<file path="src/rtl/cht_pkg.sv">
// ----------------------------------------------------------------------------
// cht_pkg
// Shared types and constants for the two-table cuckoo hash map.
// ----------------------------------------------------------------------------
package cht_pkg;

  localparam int DEF_TABLE_DEPTH = 1024;
  localparam int DEF_KEY_BYTES   = 8;
  localparam int DEF_VALUE_BITS  = 32;

  // register reset values
  localparam logic [10:0] CAP_RESET    = 11'd1021;
  localparam logic [3:0]  KEYLEN_RESET = 4'd8;
  localparam logic [6:0]  THRESH_RESET = 7'd70;

  localparam logic [31:0] SDBM_INIT = 32'd0;
  localparam logic [31:0] DJB2_INIT = 32'd5381;

  typedef enum logic [1:0] {
    CFG_CAPACITY   = 2'd0,
    CFG_KEY_LENGTH = 2'd1,
    CFG_LOAD_PCT   = 2'd2
  } cfg_idx_t;

  typedef enum logic [2:0] {
    ST_FOUND    = 3'd0,
    ST_MISS     = 3'd1,
    ST_INSERTED = 3'd2,
    ST_UPDATED  = 3'd3,
    ST_DROPPED  = 3'd4
  } status_t;

  typedef enum logic [1:0] {
    HS_IDLE,
    HS_BYTE,
    HS_MOD,
    HS_DONE
  } hash_state_t;

  typedef enum logic [2:0] {
    CT_CLEAR,
    CT_IDLE,
    CT_HASH,
    CT_READ,
    CT_CHECK,
    CT_EVICT,
    CT_FINISH
  } ctrl_state_t;

endpackage

</file>
<file path="src/rtl/cht_hash.sv">
// ----------------------------------------------------------------------------
// cht_hash
// Byte-serial SDBM and DJB2 hashing, then bit-serial reduction of both
// hashes modulo the capacity.
// ----------------------------------------------------------------------------
module cht_hash #(
  parameter int KEY_W = 64,
  parameter int LEN_W = 4,
  parameter int CAP_W = 11,
  parameter int IDX_W = 10
) (
  input  logic             clk,
  input  logic             rst_n,
  input  logic             start,
  input  logic [KEY_W-1:0] key,
  input  logic [LEN_W-1:0] len,
  input  logic [CAP_W-1:0] cap,
  output logic             done,
  output logic [IDX_W-1:0] idx1,
  output logic [IDX_W-1:0] idx2
);

  cht_pkg::hash_state_t hs_r, hs_nxt;

  logic [KEY_W-1:0] sh_r;
  logic [LEN_W-1:0] byte_r;
  logic [4:0]       bit_r;
  logic [31:0]      h1_r, h2_r;
  logic [CAP_W:0]   r1_r, r2_r;
  logic [CAP_W-1:0] cap_r;
  logic [31:0]      c;
  logic [CAP_W:0]   t1, t2;

  assign c  = 32'(sh_r[7:0]);
  assign t1 = {r1_r[CAP_W-1:0], h1_r[31]};
  assign t2 = {r2_r[CAP_W-1:0], h2_r[31]};

  always_ff @(posedge clk) begin
    if (!rst_n) begin
      hs_r <= cht_pkg::HS_IDLE;
    end else begin
      hs_r <= hs_nxt;
    end
  end

  always_comb begin
    hs_nxt = hs_r;
    done   = 1'b0;
    unique case (hs_r)
      cht_pkg::HS_IDLE: if (start) hs_nxt = cht_pkg::HS_BYTE;
      cht_pkg::HS_BYTE: if (byte_r == LEN_W'(1)) hs_nxt = cht_pkg::HS_MOD;
      cht_pkg::HS_MOD:  if (bit_r == 5'd0) hs_nxt = cht_pkg::HS_DONE;
      cht_pkg::HS_DONE: begin
        done   = 1'b1;
        hs_nxt = cht_pkg::HS_IDLE;
      end
      default: hs_nxt = cht_pkg::HS_IDLE;
    endcase
  end

  always_ff @(posedge clk) begin
    unique case (hs_r)
      cht_pkg::HS_IDLE: begin
        if (start) begin
          sh_r   <= key;
          byte_r <= len;
          cap_r  <= cap;
          h1_r   <= cht_pkg::SDBM_INIT;
          h2_r   <= cht_pkg::DJB2_INIT;
        end
      end
      cht_pkg::HS_BYTE: begin
        h1_r   <= c + (h1_r << 6) + (h1_r << 16) - h1_r;
        h2_r   <= (h2_r << 5) + h2_r + c;
        sh_r   <= sh_r >> 8;
        byte_r <= byte_r - LEN_W'(1);
        bit_r  <= 5'd31;
        r1_r   <= '0;
        r2_r   <= '0;
      end
      cht_pkg::HS_MOD: begin
        // restoring remainder, one hash bit per cycle, msb first
        r1_r  <= (t1 >= {1'b0, cap_r}) ? t1 - {1'b0, cap_r} : t1;
        r2_r  <= (t2 >= {1'b0, cap_r}) ? t2 - {1'b0, cap_r} : t2;
        h1_r  <= h1_r << 1;
        h2_r  <= h2_r << 1;
        bit_r <= bit_r - 5'd1;
      end
      default: begin
      end
    endcase
  end

  // remainder is below capacity, which never exceeds the table depth
  assign idx1 = r1_r[IDX_W-1:0];
  assign idx2 = r2_r[IDX_W-1:0];

endmodule

</file>
<file path="config.mk">
export PLATFORM = sky130hd
export DESIGN_NAME = cht_hash
export DESIGN_NICKNAME = d
export VERILOG_FILES = /design/src/rtl/cht_pkg.sv /design/src/rtl/cht_hash.sv
export SDC_FILE = /design/constraint.sdc
export NUM_CORES = 1
export LEC_CHECK = 0
export BUFFER_PORTS_ARGS = -buffer_cell sky130_fd_sc_hd__buf_2
export CAP_MARGIN = 5
export CORE_ASPECT_RATIO = 0.9
export CORE_MARGIN = 8
export CORE_UTILIZATION = 40
export DETAILED_ROUTE_END_ITERATION = 8
export PLACE_DENSITY = 0.57
export SETUP_SLACK_MARGIN = 0.3
export SYNTH_ARGS = -nofsm -noshare
export SYNTH_HDL_FRONTEND = slang
export SYNTH_SLANG_ARGS = --single-unit
</file>
<file path="constraint.sdc">
create_clock -name clk -period 6.8 [get_ports clk]
set_input_delay 1.36 -clock clk [delete_from_list [all_inputs] [get_ports clk]]
set_output_delay 1.36 -clock clk [all_outputs]
set_load 0.05 [all_outputs]
</file>
==> flow_metrics.py <==
metrics = {
    "global_routing": {
        "grt_max_degree": 81,
        "grt_pass1_vias": 9387,
        "grt_util_all_layers_pct": 16.4,
        "grt_pass1_wl_um": 49800,
        "gr-total-overflow": 0,
        "antenna_found_initial": 8,
    },
    "synthesis": {
        "synth_compound_area_share_pct": 15.5,
        "synthArstFlopShare_pct": 0,
        "synth_fa_ha_area_share_pct": 16.6,
        "netlist_area_mm2": 0.0128,
        "synth_top_family_by_area": "adder cells",
        "synth_edf_count": 170,
        "synth.area.top_cells": "edfxtp_1 40%, ha_1 13%, mux2_2 5.1%, o21ai_0 3.8%, fa_1 3.7%",
        "synth.distinct_cells": 69,
        "synth_mux_area_share_pct": 6.73,
        "yosysTopAreaCellShare_pct": 39.8,
        "yosysSeqAreaShare_pct": 40.1,
        "syn_nets": 1472,
        "netlist_instances": 1234,
        "synth_ff_type": "edfxtp_1",
        "ys_ff_latch": 172,
        "syn_avg_cell_area_um2": 10.4,
        "yosys_warnings": 0,
        "yosysTopAreaCell": "edfxtp_1",
        "synth_xor_area_share_pct": 4.50,
        "synthSimpleGateAreaFrac_pct": 10.8,
    },
    "clock_tree": {
        "root_buffer": "clkbuf_16",
        "cts_hold_buf": 0,
        "cts_buffers": 17,
        "cts.clk_slew.worst_paths_ns": 0.07,
        "clock_path_buffers": 2,
        "cts.sinks": 172,
        "htree_num_levels": 4,
        "postCtsSetupRepairBufs": 0,
        "ctsResizeCount": 0,
        "clk_latency_ns": 0.45,
        "cts_tree": "yes",
    },
    "flow_run": {
        "cap_violations": 0,
    },
    "layout": {
        "final_layout_size_suffix_gt1_share_pct": 16.2,
        "syn2layout_area_growth_pct": 10.5,
        "fin_util_pct": 44.7,
        "fillers": 2986,
        "nets": 1527,
        "final_cell_area_mm2": 0.0142,
    },
    "route": {
        "post_drt_via_cell_ratio": 5.40,
        "wl_um": 30500,
        "ant_nets": 0,
        "wire_per_inst_um": 17.7,
        "vias": 9293,
        "drt_iter0_markers": 602,
        "drcViolationCount": 0,
        "firstDrtPassIters": 5,
    },
    "sta": {
        "drv_slew": 0,
        "holdWs_ns": 0.540,
        "max_slew.worst_pin.slew_ns": 1.01,
        "fin_setup_tns_ns": 0,
        "setup_viol": 0,
        "fmax_ghz": 0.273,
        "slew_headroom_pct": 32.5,
        "hold_violations": 0,
        "period_needed_ns": 3.67,
        "min_period_over_period_pct": 53.9,
        "skew_ns": 0.0119,
        "rsz0062_at_grt": "no",
    },
    "place": {
        "post-dp-hpwl_um": 22200,
        "gp_congestion": 0.861,
        "port_buffers": 102,
        "place_area_mm2": 0.0136,
    },
    "floorplanning": {
        "core_mm2": 0.0317,
        "die_w_um": 205,
        "rows": 62,
        "start_util_pct": 40.5,
        "num_io_pins": 103,
        "die-area_mm2": 0.0381,
        "die_h_um": 186,
    },
    "setup_path": {
        "r2r-end": "h2_r[29]",
        "end_kind": "flip-flop",
        "r2r_cells": 11,
        "critical_path.max_fanout": 5,
        "worstPathArrival_ns": 3.83,
        "start_kind": "flip-flop",
        "r2r_start": "h2_r[1]",
        "reg2reg_slack_ns": 3.13,
        "required_ns": 6.97,
        "worstSetupPathType": "flip-flop to flip-flop",
    },
    "min_path": {
        "hold_depth": 1,
        "hold_path_class": "flip-flop to flip-flop",
        "hold_start": "sh_r[38]",
        "hold_end": "sh_r[30]",
    },
    "status": {
        "outcome": "finished clean",
    },
}
[sequential cells by signal (all words and copies together) (netlist names)]
signal	count
bit_r	5
byte_r	4
cap_r	11
h1_r	32
h2_r	32
hs_r	2
r1_r	11
r2_r	11
sh_r	64
[through the flow]
step | std cells | setup WS [ns]
after global placement | 1686 | 3.31
after global routing | 1719 | 2.94
final | 1720 | 3.13
after detailed placement | 1686 | 3.21
after CTS | 1718 | 3.16
after floorplan | 1234 | 2.22
[critical path, stage by stage, from the launching register on]
cell and delay, ns:
edfxtp_1 0.44, ha_1 0.31, ha_1 0.26, fa_1 0.44
a211oi_1 0.41, nor4_1 0.11, or2_2 0.33, o211ai_2 0.32
o211ai_1 0.16, a31oi_1 0.26, mux2i_1 0.24, o211ai_1 0.11
[metal layers]
metal	part of all wire, %	GRT usage, %
met3	5.9	4.84
met1	48	22.1
met2	45	25.6
met5	0.23	0
met4	1.2	4.14
[how the worst max path moves through the flow]
stage                        from        to  slack [ns]
after floorplan             start   h1_r[0]        2.22
after global placement    h1_r[1]  h1_r[31]        3.31
after detailed placement  h2_r[1]  h2_r[29]        3.21
after CTS                 h2_r[1]  h2_r[29]        3.16
after global routing      h1_r[2]  h1_r[26]        2.94
final                     h2_r[1]  h2_r[29]        3.13
[layout by cell type, fill, tap and decap left out, types with 5 or more instances in the layout]
| master | instances |
|---|---|
| edfxtp_1 | 170 |
| ha_1 | 131 |
| inv_1 | 105 |
| buf_2 | 102 |
| o21ai_0 | 98 |
| nand2_1 | 92 |
| a21oi_1 | 66 |
| mux2_2 | 57 |
| xnor2_1 | 42 |
| nor2_1 | 41 |
| a21o_1 | 40 |
| nor2b_1 | 35 |
| nand3_1 | 29 |
| xor2_1 | 24 |
| fa_1 | 24 |
| mux2i_1 | 21 |
| nor3_1 | 19 |
| nand4_1 | 17 |
| clkbuf_16 | 17 |
| a31oi_1 | 12 |
| o21bai_1 | 9 |
| o211ai_1 | 9 |
| nand2b_1 | 8 |
| a211oi_1 | 7 |
| o31ai_1 | 7 |
| or3_1 | 6 |
| a21boi_0 | 6 |
| a22oi_1 | 5 |
| a22o_1 | 5 |
| buf_4 | 5 |
[area by class of cell]
type / count / area [um^2] / area share [%]
Multi-Input combinational cell: 886 / 6970 / 49.2
Sequential cell: 172 / 5140 / 36.3
Timing Repair Buffer: 107 / 548 / 3.86
Tap cell: 416 / 520 / 3.67
Clock buffer: 19 / 433 / 3.05
Inverter: 105 / 394 / 2.78
Clock inverter: 13 / 164 / 1.16
Antenna cell: 2 / 5.00 / 0.0353
[Yosys cell counts, drive strengths merged, types with 5 or more instances]
master	number
edfxtp	170
ha	132
inv	105
o21ai	101
nand2	93
a21oi	66
mux2	58
clkbuf	47
nor2	44
xnor2	42
a21o	40
nor2b	35
nand3	29
buf	24
fa	24
xor2	24
mux2i	21
nor3	19
nand4	17
a31oi	12
o211ai	10
o21bai	9
nand2b	8
a211oi	7
o31ai	7
a21boi	6
or3	6
a22o	5
a22oi	5
and2	5
[cell families (layout without fill, tap and decap cells)]
group / after synthesis / in the layout
xor+xnor: 66 / 66
other cells: 0 / 2
flops: 172 / 172
buf+inv: 176 / 244
mux: 79 / 79
compound gates: 306 / 306
simple gates: 279 / 279
fa+ha+maj: 156 / 156
Power is not shown: default switching activity piles up to over one toggle a cycle in this logic, so the estimate is an artifact.
